[src/rtl/irdpfe_pkg.sv]
// ----------------------------------------------------------------------------
// irdpfe_pkg: shared types and constants
// Widths, register indexes and the payload helper for the IR dibit pulse
// frame encoder.
// ----------------------------------------------------------------------------
package irdpfe_pkg;

    localparam int unsigned CODE_W     = 8;
    localparam int unsigned PAYLOAD_W  = 20;
    localparam int unsigned UNIT_W     = 12;
    localparam int unsigned HEADER_W   = 15;
    localparam int unsigned PERIOD_W   = 16;
    localparam int unsigned TIME_W     = 16;
    localparam int unsigned SYM_W      = 4;
    localparam int unsigned CFG_IDX_W  = 2;
    localparam int unsigned CFG_DATA_W = 16;
    // Running frame time: header plus twelve marks and ten spaces of up to
    // five units each stays below 2^19.
    localparam int unsigned ELAPSED_W  = 19;

    localparam logic [SYM_W-1:0] SYM_HEADER  = 4'd0;
    localparam logic [SYM_W-1:0] SYM_FIRST   = 4'd1;
    localparam logic [SYM_W-1:0] SYM_TRAILER = 4'd11;

    typedef enum logic [CFG_IDX_W-1:0] {
        CFG_UNIT_TIME   = 2'd0,
        CFG_HEADER_MARK = 2'd1,
        CFG_FRAME_PER   = 2'd2
    } t_cfg_idx;

    typedef logic [PAYLOAD_W-1:0] t_payload;

    typedef struct packed {
        logic     valid;
        t_payload payload;
    } t_req;

    function automatic t_payload build_payload(input logic [CODE_W-1:0] dev,
                                               input logic [CODE_W-1:0] fun);
        logic [3:0] sum;
        sum = dev[7:4] ^ dev[3:0] ^ fun[7:4] ^ fun[3:0];
        return {dev, fun, sum};
    endfunction

endpackage

[src/rtl/irdpfe_req_if.sv]
// ----------------------------------------------------------------------------
// irdpfe_req_if: frame request channel
// Carries the device and function bytes of one frame request.
// ----------------------------------------------------------------------------
interface irdpfe_req_if;
    logic       valid;
    logic       ready;
    logic [7:0] device_code;
    logic [7:0] function_code;

    modport source (output valid, output device_code, output function_code, input ready);
    modport sink   (input valid, input device_code, input function_code, output ready);
endinterface

[src/rtl/irdpfe_sym_if.sv]
// ----------------------------------------------------------------------------
// irdpfe_sym_if: symbol channel
// Carries one mark/space symbol of an encoded frame.
// ----------------------------------------------------------------------------
interface irdpfe_sym_if;
    logic        valid;
    logic        ready;
    logic [15:0] mark_time;
    logic [15:0] space_time;
    logic [3:0]  symbol_number;
    logic        last_symbol;

    modport source (output valid, output mark_time, output space_time,
                    output symbol_number, output last_symbol, input ready);
    modport sink   (input valid, input mark_time, input space_time,
                    input symbol_number, input last_symbol, output ready);
endinterface

[src/rtl/irdpfe_front.sv]
// ----------------------------------------------------------------------------
// irdpfe_front: request intake
// Accepts request words, builds the checksummed payload and holds it in a
// two-entry queue for the symbol sequencer.
// ----------------------------------------------------------------------------
module irdpfe_front (
    input  logic                    i_clk,
    input  logic                    i_rst_n,
    irdpfe_req_if.sink              i_req,
    input  logic                    i_pop,
    output irdpfe_pkg::t_req        o_head
);

    irdpfe_pkg::t_payload r_slot [2];
    logic                 r_wr_ptr;
    logic                 r_rd_ptr;
    logic [1:0]           r_count;
    logic                 push;
    logic                 pop;

    assign i_req.ready = (r_count != 2'd2);
    assign push        = i_req.valid && i_req.ready;
    assign pop         = i_pop && (r_count != 2'd0);

    assign o_head.valid   = (r_count != 2'd0);
    assign o_head.payload = r_slot[r_rd_ptr];

    always_ff @(posedge i_clk) begin
        if (!i_rst_n) begin
            r_wr_ptr <= 1'b0;
            r_rd_ptr <= 1'b0;
            r_count  <= 2'd0;
        end else begin
            if (push) begin
                r_wr_ptr <= ~r_wr_ptr;
            end
            if (pop) begin
                r_rd_ptr <= ~r_rd_ptr;
            end
            r_count <= r_count + {1'b0, push} - {1'b0, pop};
        end
    end

    always_ff @(posedge i_clk) begin
        if (push) begin
            r_slot[r_wr_ptr] <= irdpfe_pkg::build_payload(i_req.device_code,
                                                          i_req.function_code);
        end
    end

endmodule

[src/rtl/irdpfe_back.sv]
// ----------------------------------------------------------------------------
// irdpfe_back: symbol sequencer
// Walks one queued payload through its twelve symbols, one per cycle while
// o_sym is not stalled, and drives the registered symbol channel.
// ----------------------------------------------------------------------------
module irdpfe_back (
    input  logic                                  i_clk,
    input  logic                                  i_rst_n,
    input  logic [irdpfe_pkg::UNIT_W-1:0]         i_unit,
    input  logic [irdpfe_pkg::HEADER_W-1:0]       i_header,
    input  logic [irdpfe_pkg::PERIOD_W-1:0]       i_period,
    input  irdpfe_pkg::t_req                      i_head,
    output logic                                  o_pop,
    irdpfe_sym_if.source                          o_sym
);

    localparam int unsigned TW = irdpfe_pkg::TIME_W;
    localparam int unsigned EW = irdpfe_pkg::ELAPSED_W;
    localparam int unsigned PW = irdpfe_pkg::PAYLOAD_W;

    logic                           r_busy;
    logic [irdpfe_pkg::SYM_W-1:0]   r_sym;
    irdpfe_pkg::t_payload           r_shift;
    logic [EW-1:0]                  r_elapsed;
    logic                           r_out_valid;
    logic [TW-1:0]                  r_mark;
    logic [TW-1:0]                  r_space;
    logic [irdpfe_pkg::SYM_W-1:0]   r_num;
    logic                           r_last;

    logic [TW-1:0]  mark;
    logic [TW-1:0]  unit;
    logic [TW-1:0]  unit4;
    logic [TW-1:0]  space;
    logic [TW-1:0]  tail;
    logic [EW-1:0]  step;
    logic [1:0]     dibit;
    logic           advance;
    logic           start;

    assign mark  = {3'b000, i_unit, 1'b0};
    assign unit  = {4'b0000, i_unit};
    assign unit4 = {2'b00, i_unit, 2'b00};
    assign dibit = r_shift[PW-1 -: 2];

    always_comb begin
        case (dibit)
            2'd0:    space = mark;
            2'd1:    space = mark + unit;
            2'd2:    space = unit4;
            default: space = unit4 + unit;
        endcase
    end

    assign step = {3'b000, space} + {3'b000, mark};

    always_comb begin
        if (r_elapsed < {3'b000, i_period}) begin
            tail = i_period - r_elapsed[TW-1:0];
        end else begin
            tail = mark;
        end
    end

    assign advance = !r_out_valid || o_sym.ready;
    assign start   = advance && !r_busy && i_head.valid;
    assign o_pop   = start;

    assign o_sym.valid         = r_out_valid;
    assign o_sym.mark_time     = r_mark;
    assign o_sym.space_time    = r_space;
    assign o_sym.symbol_number = r_num;
    assign o_sym.last_symbol   = r_last;

    always_ff @(posedge i_clk) begin
        if (!i_rst_n) begin
            r_busy      <= 1'b0;
            r_sym       <= irdpfe_pkg::SYM_HEADER;
            r_out_valid <= 1'b0;
        end else if (advance) begin
            if (start) begin
                r_busy      <= 1'b1;
                r_sym       <= irdpfe_pkg::SYM_FIRST;
                r_out_valid <= 1'b1;
            end else if (r_busy) begin
                r_busy      <= (r_sym != irdpfe_pkg::SYM_TRAILER);
                r_sym       <= r_sym + 4'd1;
                r_out_valid <= 1'b1;
            end else begin
                r_out_valid <= 1'b0;
            end
        end
    end

    always_ff @(posedge i_clk) begin
        if (advance) begin
            if (start) begin
                r_shift   <= i_head.payload;
                // Header, its space and the trailer mark are counted up front.
                r_elapsed <= {4'b0000, i_header} + {3'b000, unit4};
                r_mark    <= {1'b0, i_header};
                r_space   <= mark;
                r_num     <= irdpfe_pkg::SYM_HEADER;
                r_last    <= 1'b0;
            end else if (r_busy) begin
                r_shift   <= {r_shift[PW-3:0], 2'b00};
                r_elapsed <= r_elapsed + step;
                r_mark    <= mark;
                r_space   <= (r_sym == irdpfe_pkg::SYM_TRAILER) ? tail : space;
                r_num     <= r_sym;
                r_last    <= (r_sym == irdpfe_pkg::SYM_TRAILER);
            end
        end
    end

endmodule

[src/rtl/ir_dibit_pulse_frame_encoder.sv]
// ----------------------------------------------------------------------------
// ir_dibit_pulse_frame_encoder: IR dibit pulse-distance frame encoder
// Turns a device and function byte into a twelve-symbol mark/space frame.
// ----------------------------------------------------------------------------
// Channel   Direction  Word
// i_req     in         device_code, function_code
// o_sym     out        mark_time, space_time, symbol_number, last_symbol
// i_cfg_*   in         register write: index, data
//
// Each request gives twelve symbols, one per cycle from the sequencer while o_sym
// is not stalled; a two-entry queue lets requests be taken while a frame is
// still being sent.
// Reset is synchronous, clears the queue and sequencer and restores the
// register defaults. A stall on o_sym holds the symbol register and the
// sequencer; requests are still taken until the queue is full.
module ir_dibit_pulse_frame_encoder (
    input  logic                                 i_clk,
    input  logic                                 i_rst_n,
    input  logic                                 i_cfg_we,
    input  logic [irdpfe_pkg::CFG_IDX_W-1:0]     i_cfg_idx,
    input  logic [irdpfe_pkg::CFG_DATA_W-1:0]    i_cfg_data,
    irdpfe_req_if.sink                           i_req,
    irdpfe_sym_if.source                         o_sym
);

    logic [irdpfe_pkg::UNIT_W-1:0]   r_unit;
    logic [irdpfe_pkg::HEADER_W-1:0] r_header;
    logic [irdpfe_pkg::PERIOD_W-1:0] r_period;
    irdpfe_pkg::t_req                head;
    logic                            pop;

    always_ff @(posedge i_clk) begin
        if (!i_rst_n) begin
            r_unit   <= 12'd290;
            r_header <= 15'd1000;
            r_period <= 16'd30000;
        end else if (i_cfg_we) begin
            unique case (irdpfe_pkg::t_cfg_idx'(i_cfg_idx))
                irdpfe_pkg::CFG_UNIT_TIME:   r_unit   <= i_cfg_data[irdpfe_pkg::UNIT_W-1:0];
                irdpfe_pkg::CFG_HEADER_MARK: r_header <= i_cfg_data[irdpfe_pkg::HEADER_W-1:0];
                irdpfe_pkg::CFG_FRAME_PER:   r_period <= i_cfg_data;
                default: begin
                end
            endcase
        end
    end

    irdpfe_front u_front (
        .i_clk   (i_clk),
        .i_rst_n (i_rst_n),
        .i_req   (i_req),
        .i_pop   (pop),
        .o_head  (head)
    );

    irdpfe_back u_back (
        .i_clk    (i_clk),
        .i_rst_n  (i_rst_n),
        .i_unit   (r_unit),
        .i_header (r_header),
        .i_period (r_period),
        .i_head   (head),
        .o_pop    (pop),
        .o_sym    (o_sym)
    );

endmodule

[src/flat_wrapper.sv]
// flat-port wrapper written by rule: the top's interface ports become plain ports
module ir_dibit_pulse_frame_encoder_flat 
  (i_clk, i_rst_n, i_cfg_we, i_cfg_idx, i_cfg_data, i_req_valid, i_req_device_code, i_req_function_code, i_req_ready, o_sym_valid, o_sym_mark_time, o_sym_space_time, o_sym_symbol_number, o_sym_last_symbol, o_sym_ready);
  irdpfe_req_if i_req_i ();
  irdpfe_sym_if o_sym_i ();
  input  logic i_clk;
  input  logic i_rst_n;
  input  logic i_cfg_we;
  input  logic [irdpfe_pkg::CFG_IDX_W-1:0] i_cfg_idx;
  input  logic [irdpfe_pkg::CFG_DATA_W-1:0] i_cfg_data;
  input wire logic [$bits(i_req_i.valid)-1:0] i_req_valid;
  input wire logic [$bits(i_req_i.device_code)-1:0] i_req_device_code;
  input wire logic [$bits(i_req_i.function_code)-1:0] i_req_function_code;
  output wire logic [$bits(i_req_i.ready)-1:0] i_req_ready;
  output wire logic [$bits(o_sym_i.valid)-1:0] o_sym_valid;
  output wire logic [$bits(o_sym_i.mark_time)-1:0] o_sym_mark_time;
  output wire logic [$bits(o_sym_i.space_time)-1:0] o_sym_space_time;
  output wire logic [$bits(o_sym_i.symbol_number)-1:0] o_sym_symbol_number;
  output wire logic [$bits(o_sym_i.last_symbol)-1:0] o_sym_last_symbol;
  input wire logic [$bits(o_sym_i.ready)-1:0] o_sym_ready;
  assign i_req_i.valid = i_req_valid;
  assign i_req_i.device_code = i_req_device_code;
  assign i_req_i.function_code = i_req_function_code;
  assign i_req_ready = i_req_i.ready;
  assign o_sym_valid = o_sym_i.valid;
  assign o_sym_mark_time = o_sym_i.mark_time;
  assign o_sym_space_time = o_sym_i.space_time;
  assign o_sym_symbol_number = o_sym_i.symbol_number;
  assign o_sym_last_symbol = o_sym_i.last_symbol;
  assign o_sym_i.ready = o_sym_ready;
  ir_dibit_pulse_frame_encoder u_core (.i_clk(i_clk), .i_rst_n(i_rst_n), .i_cfg_we(i_cfg_we), .i_cfg_idx(i_cfg_idx), .i_cfg_data(i_cfg_data), .i_req(i_req_i), .o_sym(o_sym_i));
endmodule
[config.mk]
export PLATFORM = sky130hd
export DESIGN_NAME = ir_dibit_pulse_frame_encoder_flat
export DESIGN_NICKNAME = d
export VERILOG_FILES = /design/src/rtl/irdpfe_pkg.sv /design/src/rtl/irdpfe_req_if.sv /design/src/rtl/irdpfe_sym_if.sv /design/src/rtl/irdpfe_front.sv /design/src/rtl/irdpfe_back.sv /design/src/rtl/ir_dibit_pulse_frame_encoder.sv /design/src/flat_wrapper.sv
export SDC_FILE = /design/constraint.sdc
export NUM_CORES = 1
export LEC_CHECK = 0
export BUFFER_PORTS_ARGS = -buffer_cell sky130_fd_sc_hd__buf_2
export CAP_MARGIN = 40
export CORE_MARGIN = 2
export CORE_UTILIZATION = 45
export CTS_CLUSTER_SIZE = 14
export DETAILED_ROUTE_END_ITERATION = 7
export SETUP_SLACK_MARGIN = 0.02
export SYNTH_ARGS = -nofsm -noshare
export SYNTH_HDL_FRONTEND = slang
export SYNTH_SLANG_ARGS = --single-unit
[constraint.sdc]
create_clock -name i_clk -period 13.3 [get_ports i_clk]
set_input_delay 3.99 -clock i_clk [delete_from_list [all_inputs] [get_ports i_clk]]
set_output_delay 3.99 -clock i_clk [all_outputs]
set_load 0.05 [all_outputs]
# Word-level counts from Yosys, hierarchy flattened
# Memory sizes are Yosys's and may differ from the RTL's. A register that Yosys moved wholly into a read port is not among the register bits.
# Index checks and enable logic that the tools add are counted.
[word_totals]
n_memories = 1
inputBits = 39
word_cells = 77
regBits = 128
mem_bits_rw = 40
output_inout_bits = 39
[classes]
n_eq_ne = 7
n_reduce_logical = 15
muxes = 23
bitwise_logic = 5
magnitude_cmp = 1
addsub = 9
[memory_table]
columns = ["name", "depth", "width", "rd", "rd_clocked_by_memory_dff", "wr", "line_no", "rtl"]
rows = [
  ["u_core.u_front.r_slot", 2, 20, 1, 1, 1, "irdpfe_front.sv:14", "irdpfe_pkg::t_payload r_slot [2];"],
]
[ops]
columns = ["cell", "n"]
rows = [
  ["2-to-1 mux 16 bit", 3],
  ["one-hot mux 16 bit (3 select lines)", 1],
  ["2-to-1 mux 20 bit", 2],
  ["2-to-1 mux 19 bit", 2],
  ["2-to-1 mux 15 bit", 2],
  ["adder 19 x 17 -> 19 bit", 1],
  ["< comparator 19 x 16 -> 1 bit", 1],
  ["adder 16 x 13 -> 17 bit", 1],
  ["adder 15 x 14 -> 16 bit", 1],
  ["subtractor 16 bit", 1],
  ["adder 14 x 12 -> 15 bit", 1],
  ["adder 13 x 12 -> 14 bit", 1],
  ["2-to-1 mux 13 bit", 1],
  ["2-to-1 mux 4 bit", 3],
  ["XOR 4 bit", 3],
  ["2-to-1 mux 1 bit", 9],
  ["AND reduction 2 bit", 4],
  ["adder 4 x 1 -> 4 bit (second input constant)", 1],
  ["equality test 2 x 1 -> 1 bit (second input constant)", 2],
  ["equality test 2 bit (second input constant)", 2],
  ["equality test 4 bit (second input constant)", 1],
  ["logical AND 1 bit", 4],
  ["logical NOT 2 bit", 2],
  ["inequality test 4 bit (second input constant)", 1],
  ["7 further kinds", 10],
]

# Logic depth before layout (Yosys ltp)
# Gate-level depths: netlist of the first run.
[logic_depth]
depth_word = 7
mapped_depth = 20
mapped_depth_nobuf = 20

# Hierarchy
# Synthesis of the first run repeated with hierarchy kept, for this count alone.
[hier_totals]
cells_unflattened = 1050
hier_area_um2 = 10737.8
[modules_own_cells]
columns = ["module", "area_each_um2", "cells_per_inst", "instances", "seq_area_each_um2"]
rows = [
  ["irdpfe_back", 7235.7, 777, 1, 2372.3],
  ["irdpfe_front", 1781.7, 98, 1, 1301.2],
  ["ir_dibit_pulse_frame_encoder", 1720.4, 175, 1, 860.8],
]

# Worst setup path after synthesis of the first run
# Ideal clock, no wire load.
[synth_timing]
path_type = "input-to-reg"
from = "input o_sym_ready"
to = "register u_core.u_back.r_sym[3] (netlist name)"
setup_time_ps = 64
arrival_ps = 7953
path_buffers = 0
setup_slack_ps = 5282
stages = 5
required_ps = 13236
cell_sequence = "nor2b_1 -> nor2_1 -> nand4_1 -> xor2_1 -> nor2_1"
[synth_between]
elab_chain_len = 5
word_cells_on_any_way = 6
classes_between = "1 x mux; 5 x reduce/logical"
[synth_rtl]
columns = ["element", "line_no", "rtl"]
rows = [
  ["start: declaration", "flat_wrapper.sv:20", "input wire logic [$bits(o_sym_i.ready)-1:0] o_sym_ready;"],
  ["logical OR 1 bit *", "irdpfe_back.sv:65", "assign advance = !r_out_valid || o_sym.ready;"],
  ["logical AND 1 bit (2 in series)", "irdpfe_back.sv:66", "assign start = advance && !r_busy && i_head.valid;"],
  ["nonzero test 2 bit (no line)", "n/a", ""],
  ["AND reduction 2 bit (no line)", "n/a", ""],
  ["end signal: assignment", "irdpfe_back.sv:78", "r_sym <= irdpfe_pkg::SYM_HEADER;"],
  ["end signal: assignment", "irdpfe_back.sv:83", "r_sym <= irdpfe_pkg::SYM_FIRST;"],
  ["end signal: assignment", "irdpfe_back.sv:87", "r_sym <= r_sym + 4'd1;"],
  ["end: declaration", "irdpfe_back.sv:22", "logic [irdpfe_pkg::SYM_W-1:0] r_sym;"],
]
# Every way passes the cells marked *; elsewhere a longest branch is shown, timed or not.
# A chain may end at the register's enable or synchronous reset.

# Worst setup path after layout of the first run
[layout_timing]
from = "input o_sym_ready"
to = "register u_core.u_back.r_space[6] (netlist: u_core.u_back.o_sym.space_time[6]), data pin"
[layout_between]
elab_chain_len = 4
[layout_rtl]
columns = ["element", "line_no", "rtl"]
rows = [
  ["logical OR 1 bit", "irdpfe_back.sv:65", ""],
  ["logical AND 1 bit (2 in series)", "irdpfe_back.sv:66", ""],
  ["2-to-1 mux 13 bit", "irdpfe_back.sv:97", "if (start) begin"],
  ["end signal: assignment", "irdpfe_back.sv:102", "r_space <= mark;"],
  ["end signal: assignment", "irdpfe_back.sv:109", "r_space <= (r_sym == irdpfe_pkg::SYM_TRAILER) ? tail : space;"],
  ["end: declaration", "irdpfe_back.sv:27", "logic [TW-1:0] r_space;"],
]
# No other way between the ends.

==> results of run 1 <==
[layout by cell type (no fill, tap or decap), types with 6 or more instances in the layout]
cell type | Yosys | routed
dfxtp_1 | 54 | 54
xor2_1 | 22 | 22
and2_1 | 14 | 14
clkbuf_16 | 0 | 17
nor2_1 | 49 | 48
buf_2 | 2 | 76
fa_1 | 17 | 17
nor3_1 | 11 | 11
nand2b_1 | 12 | 12
ha_1 | 86 | 86
o21a_1 | 16 | 16
xnor2_1 | 39 | 39
nor2b_1 | 16 | 16
inv_1 | 86 | 86
edfxtp_1 | 115 | 115
o21ai_0 | 73 | 73
a21oi_1 | 63 | 63
mux2i_1 | 24 | 24
o211ai_1 | 16 | 16
nand3_1 | 20 | 20
mux4_2 | 7 | 7
a21o_1 | 14 | 14
a211oi_1 | 10 | 10
o31ai_1 | 6 | 6
a21boi_0 | 33 | 33
nand2_1 | 143 | 143
[layout make-up]
class,instances,area (um2)
sequential,169,4530
antenna,1,2.50
tap,319,399
timing repair buffer,89,577
multi-input combinational,774,5630
fill,2163,11300
clock buffer,17,425
clock inverter,15,189
inverter,86,323
[per-layer routing]
layer,track usage (%),routed length (um),up-vias
met1,28.6,12000,3739
met5,0,24,-
met3,4.49,1290,23
met4,4.68,249,4
li1,-,-,3947
met2,34.5,11600,147
[metrics by stage]
| step | std cells | hold WS, ns | power (mW) |
|---|---|---|---|
| 2_1_floorplan | 1068 | 0.439 | 2.13 |
| 3_3_place_gp | 1429 | 0.458 | 2.45 |
| 3_5_place_dp | 1437 | 0.461 | 2.51 |
| 4_1_cts | 1469 | 0.472 | 3.02 |
| 5_1_grt | 1469 | 0.514 | 3.23 |
| 6_report | 1470 | 0.467 | 3.01 |
[report_power, final]
group	leakage, nW	internal, mW	switching, mW
clock network	0.299	0.258	0.248
registers	1.55	0.825	0.0834
logic	3.08	0.587	1.00
total	4.93	1.67	1.34
[registers in the layout (all words and copies together), names as in the netlist, named ones only]
name / count
u_core.u_back.o_sym.space_time: 16
u_core.r_period: 16
u_core.r_unit: 12
u_core.u_back.r_elapsed: 19
u_core.u_back.o_sym.valid: 1
u_core.u_back.o_sym.symbol_number: 4
u_core.u_back.r_sym: 4
u_core.u_back.o_sym.last_symbol: 1
u_core.u_front.r_count: 2
u_core.u_front.r_rd_ptr: 1
u_core.r_header: 15
u_core.u_front.r_slot: 40
u_core.u_front.r_wr_ptr: 1
u_core.u_back.o_sym.mark_time: 15
u_core.u_back.r_busy: 1
u_core.u_back.r_shift: 20
[path summary, 6_finish.rpt]
kind | slack (ns) | cells past startpoint | startpoint | end
worst min register to register | 0.47 | 2 | u_core.r_header[0] | u_core.r_header[0]
worst max-delay path | 7.22 | 8 | o_sym_ready | u_core.u_back.o_sym.space_time[6]
worst max register to register | 7.86 | 17 | u_core.r_unit[2] | u_core.u_back.r_elapsed[15]
worst min-delay path | 0.47 | 2 | u_core.r_header[0] | u_core.r_header[0]
[cell families after synthesis]
kind of cell / share of synthesized area [%]
AO/OA/AOI/OAI: 17.8
XOR/XNOR: 5.01
adder cells (fa/ha/maj): 13.3
buffers and inverters: 4.74
flip-flops: 42.6
multiplexers: 3.73
other: 0.0352
AND/OR/NAND/NOR: 12.8
[tightest hold or removal path: cells and delay by family (launching register included)]
family / cells / cell delay [ns]
AOI/OAI and AO/OA: 1 / 0.06
and+or+nand+nor: 1 / 0.05
DFF: 1 / 0.31
==> reports/qor.txt, run 1 <==
Status = completed
Synth area leaders = edfxtp_1, dfxtp_1, ha_1
Antenna violations before repair = 4
Dpl hpwl = 19100 um
Clock Pin Slew Worst Setup and Hold Paths = 0.07 ns
Share of cells above drive strength 1 = 12.5%
Global-route usage over all layers = 21.0%
Remaining DRCs = 0
Clock Skews = 0.0112 ns
Final core occ = 51.8%
Slowest CP cell = a31oi_2
Worst Path Max Fanout = 50
Synthesized area = 10700 um2
Count leader, synth = nand2_1
# setup viols final = 0
RSZ-0062 raised after global routing = no
Core area = 23300 um2
Port-buffer cells = 76
Fin. Hold Viols = 0
Critical path data arrival time = 6.23 ns
Clock period minus worst slack = 6.08 ns
Highest Clock Rate = 0.164 GHz
Synth top area share = 32.4%
EDFF count, synth = 115
CTS Buf Count = 17
Final worst path period share = 45.7%
Gpl congestion = 0.853
Die area = 24900 um2
Vias = 7860
Die height = 158 um
CP Launch Type = input pin
Netlist cell types = 71
VDD IR max = 0.253 mV
Critical Path Max Stage Delay = 0.59 ns
Iter 0 DRT Violations = 380
Rel. slew slack = 52.6%
CTS max path bufs = 2
Ports = 78
H-tree Lvls = 4
TritonCTS clock tree = built
Placement row count = 56
CP Class = input pin to register
Dominant cell type by area after synthesis = edfxtp_1
Vias per cell = 5.35
Final setup margin = 7.22 ns
Clock latency on the worst-skew pair = 0.43 ns
Number of detailed-route iterations in the first pass = 4
Dpl ws = 6.76 ns
Antenna-violating nets left = 0
WL final = 25200 um
Worst setup EP type = register
Nets = 1279
Setup TNS = 0 ns
Sequential element share of the synthesized area = 42.6%
Clk root buf = clkbuf_16
Final instance area = 12100 um2
Cells after Synth = 1068
Final slew viol count = 0
Wirelength per Cell = 17.2 um
Top delay family on crit path = simple AND/OR/NAND/NOR gates
Power Density = 249 nW/um2
Layout Area Growth over Synthesis = 13.4%
First-pass GRT wire length = 40400 um
Warnings from Yosys = 0
Postcts setup bufs = 0
Number of global-route vias before repair = 7784
Seq cells post-synth = 169
Largest net degree at the start of global routing = 63
P_leak = 4.93 nW
Critical Path RT = 13.45 ns
Worst path cell trace = buf_2, nor2b_1, or3_2, inv_1, buf_4, nor2_1, a31oi_2, a221oi_1
Hold Crit Class = register to register
CTS sink count = 169
Die X-Extent = 158 um
CTS Hold Buffers Added = 0
Critical path buffers and inverters = 3
Global route overflow = 0
Predominant post-synthesis flop cell = edfxtp_1
Post-synth top cells = nand2_1, edfxtp_1, ha_1, inv_1, o21ai_0
Max_cap viols = 0
CTS resizes = 0
Post-synthesis net count = 1210
Pin slew with the least headroom to its limit = 0.708 ns
Async set-reset flop share out of synthesis = 0%
Placed instance area = 11500 um2
Initial Util = 45.7%
Syn avg cell area = 9.98 um2
Power figures use the tool's default switching activity.
==> inputs of run 2 (changes only) <==
==> constraint.sdc (replaced) <==
create_clock -name i_clk -period 6.05 [get_ports i_clk]
set_input_delay 1.815 -clock i_clk [delete_from_list [all_inputs] [get_ports i_clk]]
set_output_delay 1.815 -clock i_clk [all_outputs]
set_load 0.05 [all_outputs]
==> run 2 against run 1 <==
  * Clock skew increased by 0.0054 ns
  * Via count increased by 3.6%
  * Die area unchanged
  * Critical path depth increased by 11
  * Register-to-register slack got worse by 6.9 ns
  * Sequential share of layout area about the same
  * Combinational power increased by 130%
  * Hold slack about the same
  * Routed wire length increased by 7.8%
  * First-iteration DRC count increased by 66%
  * Non-clock buffer count increased by 4
  * Final cell count increased by 0.20%
  * Largest cell class unchanged
==> reports/qor.txt, run 2 (synthesized netlist as in run 1, its figures left out) <==
Core area = 23300 um2 (unchanged)
Clk root buf = clkbuf_16
Hold path start = u_core.r_header[0]
Global-route usage over all layers = 22.8% (+1.8 points)
Share of cells above drive strength 1 = 12.8% (+0.30 points)
VDD IR max = 0.575 mV (+130%)
WL final = 27200 um (+7.8%)
Highest Clock Rate = 0.198 GHz
Power Density = 559 nW/um2 (+120%)
Most common cell after layout, fill and taps aside = nand2_1
Clock latency on the worst-skew pair = 0.44 ns (about the same)
CTS Hold Buffers Added = 0 (unchanged)
Ports = 78 (unchanged)
CTS max path bufs = 2 (unchanged)
Vias = 8144 (+3.6%)
Layout Area Growth over Synthesis = 13.3% (about the same)
Nets = 1283 (+0.31%)
RSZ-0062 raised after global routing = no
Largest net degree at the start of global routing = 50 (-21%)
CP Class = register to register
Critical path data arrival time = 5.25 ns (-0.98 ns)
Filler cell count in the final layout = 2126 (-1.7%)
Port-buffer cells = 76 (unchanged)
Die X-Extent = 158 um (unchanged)
Most used cell, CP = inv_1
Die area = 24900 um2 (unchanged)
Worst setup path startpoint = u_core.r_unit[1]
Clock Skews = 0.0166 ns (+0.00535 ns)
CP Launch Type = register
Initial Util = 45.7% (unchanged)
Pin slew with the least headroom to its limit = 0.830 ns (+0.122 ns)
Worst hold slack = 0.467 ns (-0.000259 ns)
Max_cap viols = 0 (unchanged)
Gpl congestion = 0.917 (+7.5%)
CTS sink count = 169 (unchanged)
First-pass GRT wire length = 42800 um (+5.9%)
Largest register by flop count = u_core.u_front.r_slot
Antenna violations before repair = 1 (-3)
# setup viols final = 0 (unchanged)
Final slew viol count = 0 (unchanged)
Critical Path Max Stage Delay = 0.55 ns (-0.04 ns)
ANT cells = 0 (-1)
Setup TNS = 0 ns (unchanged)
Wirelength per Cell = 18.5 um (+7.6%)
Critical Path RT = 6.24 ns (-7.21 ns)
Rel. slew slack = 44.7% (-7.9 points)
Iter 0 DRT Violations = 630 (+66%)
Placement row count = 56 (unchanged)
Antenna-violating nets left = 0 (unchanged)
Number of global-route vias before repair = 7797 (+0.17%)
CTS resizes = 0 (unchanged)
Postcts setup bufs = 0 (unchanged)
Largest register FFs = 40 (unchanged)
Die height = 158 um (unchanged)
Status = completed
Clock period minus worst slack = 5.06 ns
CTS Buf Count = 17 (unchanged)
Worst path cell trace = inv_1, fa_1, nor2b_4, o2111ai_2, nand4b_4, o31ai_4, xnor2_1, mux4_2, inv_1, fa_1, inv_1, ha_1, a21oi_1, o21ai_0, a21o_1, o21ai_0, o31a_1, o221ai_1, a32o_1
Hold Crit Class = register to register
Most frequent cells in the layout = nand2_1, edfxtp_1, inv_1, ha_1, buf_2
Worst Path Max Fanout = 8 (-84%)
Clock Pin Slew Worst Setup and Hold Paths = 0.09 ns (+0.02 ns)
Number of detailed-route iterations in the first pass = 5 (+1)
Worst setup EP type = register
Dpl hpwl = 20400 um (+6.6%)
H-tree Lvls = 4 (unchanged)
Top Registers = u_core.u_front.r_slot: 40 flops, u_core.u_back.r_shift: 20 flops, u_core.u_back.r_elapsed: 19 flops
Final worst path period share = 83.6%
Remaining DRCs = 0 (unchanged)
Global route overflow = 0 (unchanged)
Vias per cell = 5.53 (+3.4%)
Reg2Reg Launch Point = u_core.r_unit[1]
TritonCTS clock tree = built
Slowest CP cell = fa_1
Fin. Hold Viols = 0 (unchanged)
P_leak = 4.93 nW (about the same)
run 2: cell count changes in the layout (fill, tap and decap cells not counted):
cell	previous run	this run
buf_12	1	2
buf_16	3	0
buf_2	76	77
buf_4	5	10
buf_6	1	2
buf_8	3	2
clkinv_4	2	1
clkinv_8	4	5
diode_2	1	0
inv_12	2	4
inv_6	2	3
inv_8	5	2
run 2: final timing paths:
path | end | slack (ns) | cells past startpoint
max | u_core.u_back.r_elapsed[15] | 0.99 | 19
min | u_core.r_header[0] | 0.47 | 2
max reg2reg | u_core.u_back.r_elapsed[15] | 0.99 | 19
min reg2reg | u_core.r_header[0] | 0.47 | 2
run 2: per-stage QoR:
step	setup slack (ns)	area, um2	utilization (%)	std cells	power (mW)
6_report	0.990	12100	51.7	1473	6.75
2_1_floorplan	0.207	10700	-	1068	4.69
3_5_place_dp	1.12	11400	49.0	1441	5.58
5_1_grt	0.689	12100	51.7	1473	7.23
4_1_cts	1.06	12100	51.7	1473	6.76
3_3_place_gp	1.26	11300	48.6	1434	5.49
run 2: cell type report:
type	count	area, um2	share of cell area [%]
inverters	86	323	2.67
repair buffers	93	553	4.58
well taps	319	399	3.31
clock buffers	17	425	3.52
multi-input cells	774	5630	46.7
clock inverters	15	204	1.69
flip-flops and latches	169	4530	37.6
run 2: where the power goes:
part / internal, mW / total [mW] / switching, mW
Combinational: 1.28 / 3.60 / 2.32
Clock: 0.575 / 1.15 / 0.579
Sequential: 1.81 / 1.99 / 0.180
Total: 3.67 / 6.75 / 3.08
run 2: routing by layer:
metal | GRT usage [%] | vias up | part of all wire (%)
met5 | 0 | - | 0
met4 | 7.79 | 0 | 2.4
met3 | 4.11 | 45 | 7.2
met2 | 35.4 | 272 | 45
met1 | 32.0 | 3855 | 45
li1 | - | 3972 | -
run 2: worst max-delay path, delay by kind of cell (launching register included):
| family | cells | cell delay (ns) |
|---|---|---|
| buffers and inverters | 3 | 0.42 |
| adders and majority gates | 3 | 1.24 |
| AOI/OAI and AO/OA | 9 | 1.70 |
| and+or+nand+nor | 2 | 0.32 |
| muxes | 1 | 0.48 |
| xor gates and xnor gates | 1 | 0.13 |
| DFF | 1 | 0.51 |
==> inputs of run 3 (changes only) <==
--- a/config.mk
+++ b/config.mk
@@ -5,6 +5,7 @@
 export SDC_FILE = /design/constraint.sdc
 export NUM_CORES = 1
 export LEC_CHECK = 0
+export ABC_AREA = 1
 export BUFFER_PORTS_ARGS = -buffer_cell sky130_fd_sc_hd__buf_2
 export CAP_MARGIN = 40
 export CORE_MARGIN = 2
==> constraint.sdc (replaced) <==
create_clock -name i_clk -period 4.4 [get_ports i_clk]
set_input_delay 1.32 -clock i_clk [delete_from_list [all_inputs] [get_ports i_clk]]
set_output_delay 1.32 -clock i_clk [all_outputs]
set_load 0.05 [all_outputs]
==> run 3 against run 2 <==
  * Global-route usage up 3.3 points
  * Setup slack worse by 0.68 ns
  * Register-to-register slack worse by 0.68 ns
  * Area after synthesis up 2.5%
  * Clock skew down 0.0056 ns
  * Final cell count up 21%
  * Final area up 3.2%
  * Combinational power up 60%
  * Critical path depth down 3
  * First-iteration DRC count up 35%
==> reports/qor.txt, run 3 <==
TritonCTS clock tree = built
ANT cells = 0 (unchanged)
Clk root buf = clkbuf_16
Antenna-violating nets left = 0 (unchanged)
Critical Path RT = 4.57 ns (-1.67 ns)
VDD IR max = 0.335 mV (-42%)
Highest Clock Rate = 0.245 GHz (+24%)
Netlist cell types = 47 (-34%)
Area taken by multi-input logic gates = 5550 um2 (-1.4%)
Reg2Reg Launch Point = u_core.r_unit[1]
Reg2reg setup slack = 0.31 ns (-0.68 ns)
Synth area leaders = edfxtp_1, nand2_1, dfxtp_1
Share of cells above drive strength 1 = 11.1% (-1.8 points)
CP Class = register to register
CTS max path bufs = 2 (unchanged)
Die height = 160 um (+1.2%)
Vias = 9481 (+16%)
Die X-Extent = 160 um (+1.2%)
Largest register by flop count = u_core.u_front.r_slot
Worst setup path startpoint = u_core.r_unit[1]
Remaining DRCs = 0 (unchanged)
# setup viols final = 0 (unchanged)
Synth top area share = 31.6% (-0.79 points)
Rel. slew slack = 46.1% (+1.4 points)
Largest net degree at the start of global routing = 57 (+14%)
Largest register FFs = 40 (unchanged)
Iter 0 DRT Violations = 852 (+35%)
Critical Path Stages = 16 (-3)
Critical path data arrival time = 4.26 ns (-0.99 ns)
Critical Path Max Stage Delay = 0.50 ns (-0.05 ns)
CTS Buf Count = 17 (unchanged)
Core area = 24100 um2 (+3.3%)
Hold Crit Class = register to register
Max_cap viols = 0 (unchanged)
EDFF count, synth = 115 (unchanged)
Clock latency on the worst-skew pair = 0.44 ns (about the same)
CTS sink count = 169 (unchanged)
RSZ-0062 raised after global routing = no
Post-synth top cells = nand2_1, inv_1, o21ai_0, edfxtp_1, nor2_1
Pin slew with the least headroom to its limit = 0.808 ns (-0.0217 ns)
Wirelength per Cell = 18.5 um (about the same)
Syn avg cell area = 8.11 um2 (-19%)
Top Registers = u_core.u_front.r_slot: 40 flops, u_core.u_back.r_shift: 20 flops, u_core.u_back.r_elapsed: 19 flops
Layout Area Growth over Synthesis = 14.0%
Worst hold slack = 0.449 ns (-0.0178 ns)
Clock period minus worst slack = 4.09 ns (-0.971 ns)
CTS Hold Buffers Added = 0 (unchanged)
Global route overflow = 0 (unchanged)
Dominant cell type by area after synthesis = edfxtp_1
H-tree Lvls = 4 (unchanged)
Register area = 4540 um2 (about the same)
Final worst path period share = 92.9% (+9.3 points)
Final slew viol count = 0 (unchanged)
Sequential element share of the synthesized area = 41.5% (-1.0 points)
Slowest CP cell = fa_1
Status = completed
Top delay family on crit path = adder cells
Predominant post-synthesis flop cell = edfxtp_1
P_leak = 5.83 nW (+18%)
Initial Util = 45.3% (-0.35 points)
CP endpoint = u_core.u_back.r_elapsed[8]
Placed instance area = 11800 um2 (+3.3%)
Nets = 1585 (+24%)
Global-route usage over all layers = 26.1% (+3.3 points)
Die area = 25500 um2 (+2.4%)
WL final = 32900 um (+21%)
Most frequent cells in the layout = nand2_1, inv_1, o21ai_0, edfxtp_1, nor2_1
Most common cell after layout, fill and taps aside = nand2_1
Warnings from Yosys = 0 (unchanged)
Worst setup EP type = register
Power Density = 811 nW/um2 (+45%)
Final instance area = 12500 um2 (+3.2%)
Hold Crit Depth = 1 (-1)
Antenna violations before repair = 1 (unchanged)
Count leader, synth = nand2_1
Port-buffer cells = 76 (unchanged)
Seq cells post-synth = 169 (unchanged)
Most used cell, CP = o21ai_0
Clock Skews = 0.0110 ns (-0.00560 ns)
Reg2reg path depth = 16 (-3)
Critical path buffers and inverters = 3 (unchanged)
Dpl hpwl = 25800 um (+27%)
Worst path cell trace = ha_1, inv_1, fa_1, inv_1, a21oi_1, xor2_1, o21ai_0, nand2_1, fa_1, inv_1, ha_1, a21oi_1, o21ai_0, a21o_1, o21ai_0, o21ai_0
Filler cell count in the final layout = 2382 (+12%)
Cells after Synth = 1347 (+26%)
Placement row count = 57 (+1.8%)
First-pass GRT wire length = 51000 um (+19%)
Gpl congestion = 0.957 (+4.3%)
Async set-reset flop share out of synthesis = 0% (unchanged)
CP Launch Type = register
Ports = 78 (unchanged)
Number of detailed-route iterations in the first pass = 5 (unchanged)
Clock Pin Slew Worst Setup and Hold Paths = 0.08 ns (about the same)
Post-synthesis net count = 1489 (+23%)
Vias per cell = 5.33 (-3.7%)
R2r endpoint = u_core.u_back.r_elapsed[8]
Setup TNS = 0 ns (unchanged)
Number of global-route vias before repair = 9272 (+19%)
Synthesized area = 10900 um2 (+2.5%)
Worst Path Max Fanout = 9 (+1)
Fin. Hold Viols = 0 (unchanged)
## run 3: cell types whose count changed after synthesis, sizes merged, moves of 13 or more
| cell | before | now |
|---|---|---|
| nand2 | 143 | 311 |
| inv | 86 | 184 |
| nor2 | 49 | 114 |
| nand3 | 20 | 76 |
| o21ai | 73 | 123 |
| a21oi | 63 | 108 |
| a21boi | 34 | 2 |
| xnor2 | 39 | 14 |
| mux2i | 24 | 0 |
| nor2b | 17 | 0 |
| o21a | 16 | 2 |
| and2 | 14 | 1 |
## run 3: per-layer routing
layer	up-vias	GRT usage (%)	routed length [um]	part of all wire [%]
li1	4718	-	-	-
met1	4410	34.5	14800	45
met2	294	41.9	15000	46
met3	57	5.40	1940	5.9
met4	2	10.7	1180	3.6
met5	-	0	10	0.030
## run 3: report_power, final
group / switching [mW] / internal [mW] / leakage (nW)
logic: 4.03 / 1.72 / 3.97
registers: 0.277 / 2.51 / 1.56
clock network: 0.778 / 0.778 / 0.299
total: 5.09 / 5.01 / 5.83
## run 3: timing repair
item | 4_1_cts | 5_1_grt
resized for setup | 0 | 5
buffers inserted | 0 | 0
setup endpoints to repair | 0 | 9
hold endpoints to repair | 0 | 0
## run 3: through the flow
stage          total power [mW]  instances  util [%]  worst slack [ns]
6_report                   10.1       1780      51.7             0.311
5_1_grt                    10.9       1780      51.7            0.0278
4_1_cts                    10.1       1780      51.6             0.199
3_5_place_dp               8.50       1748      49.0             0.214
3_3_place_gp               8.51       1746      48.9             0.166
2_1_floorplan              6.85       1347         -             0.677
## run 3: cells by family (layout without fill, tap and decap cells)
logic type | count (synthesis) | after routing | synth area share (%)
other | 1 | 1 | 0.0343
adders and majority gates | 103 | 103 | 13.0
and+or+nand+nor | 525 | 525 | 19.8
buffers and inverters | 218 | 327 | 7.81
AOI/OAI and AO/OA | 297 | 297 | 15.1
DFF | 169 | 169 | 41.5
xor gates and xnor gates | 34 | 34 | 2.73
## run 3: worst min-delay path by stage
stage                                  startpoint                   to  slack (ns)
after CTS                 u_core.u_front.r_rd_ptr             register        0.45
after global routing      u_core.u_front.r_rd_ptr             register        0.47
after global placement    u_core.u_front.r_rd_ptr             register        0.44
after detailed placement      u_core.r_period[15]  u_core.r_period[15]        0.45
after floorplan           u_core.u_front.r_rd_ptr             register        0.43
final                     u_core.u_front.r_rd_ptr             register        0.45
## run 3: layout make-up
class                      count  area share, %
clock buffer                  17           3.42
clock inverter                15           1.53
inverter                     187           5.65
multi-input combinational    960           44.6
sequential                   169           36.4
tap                          324           3.26
timing repair buffer         108           5.15
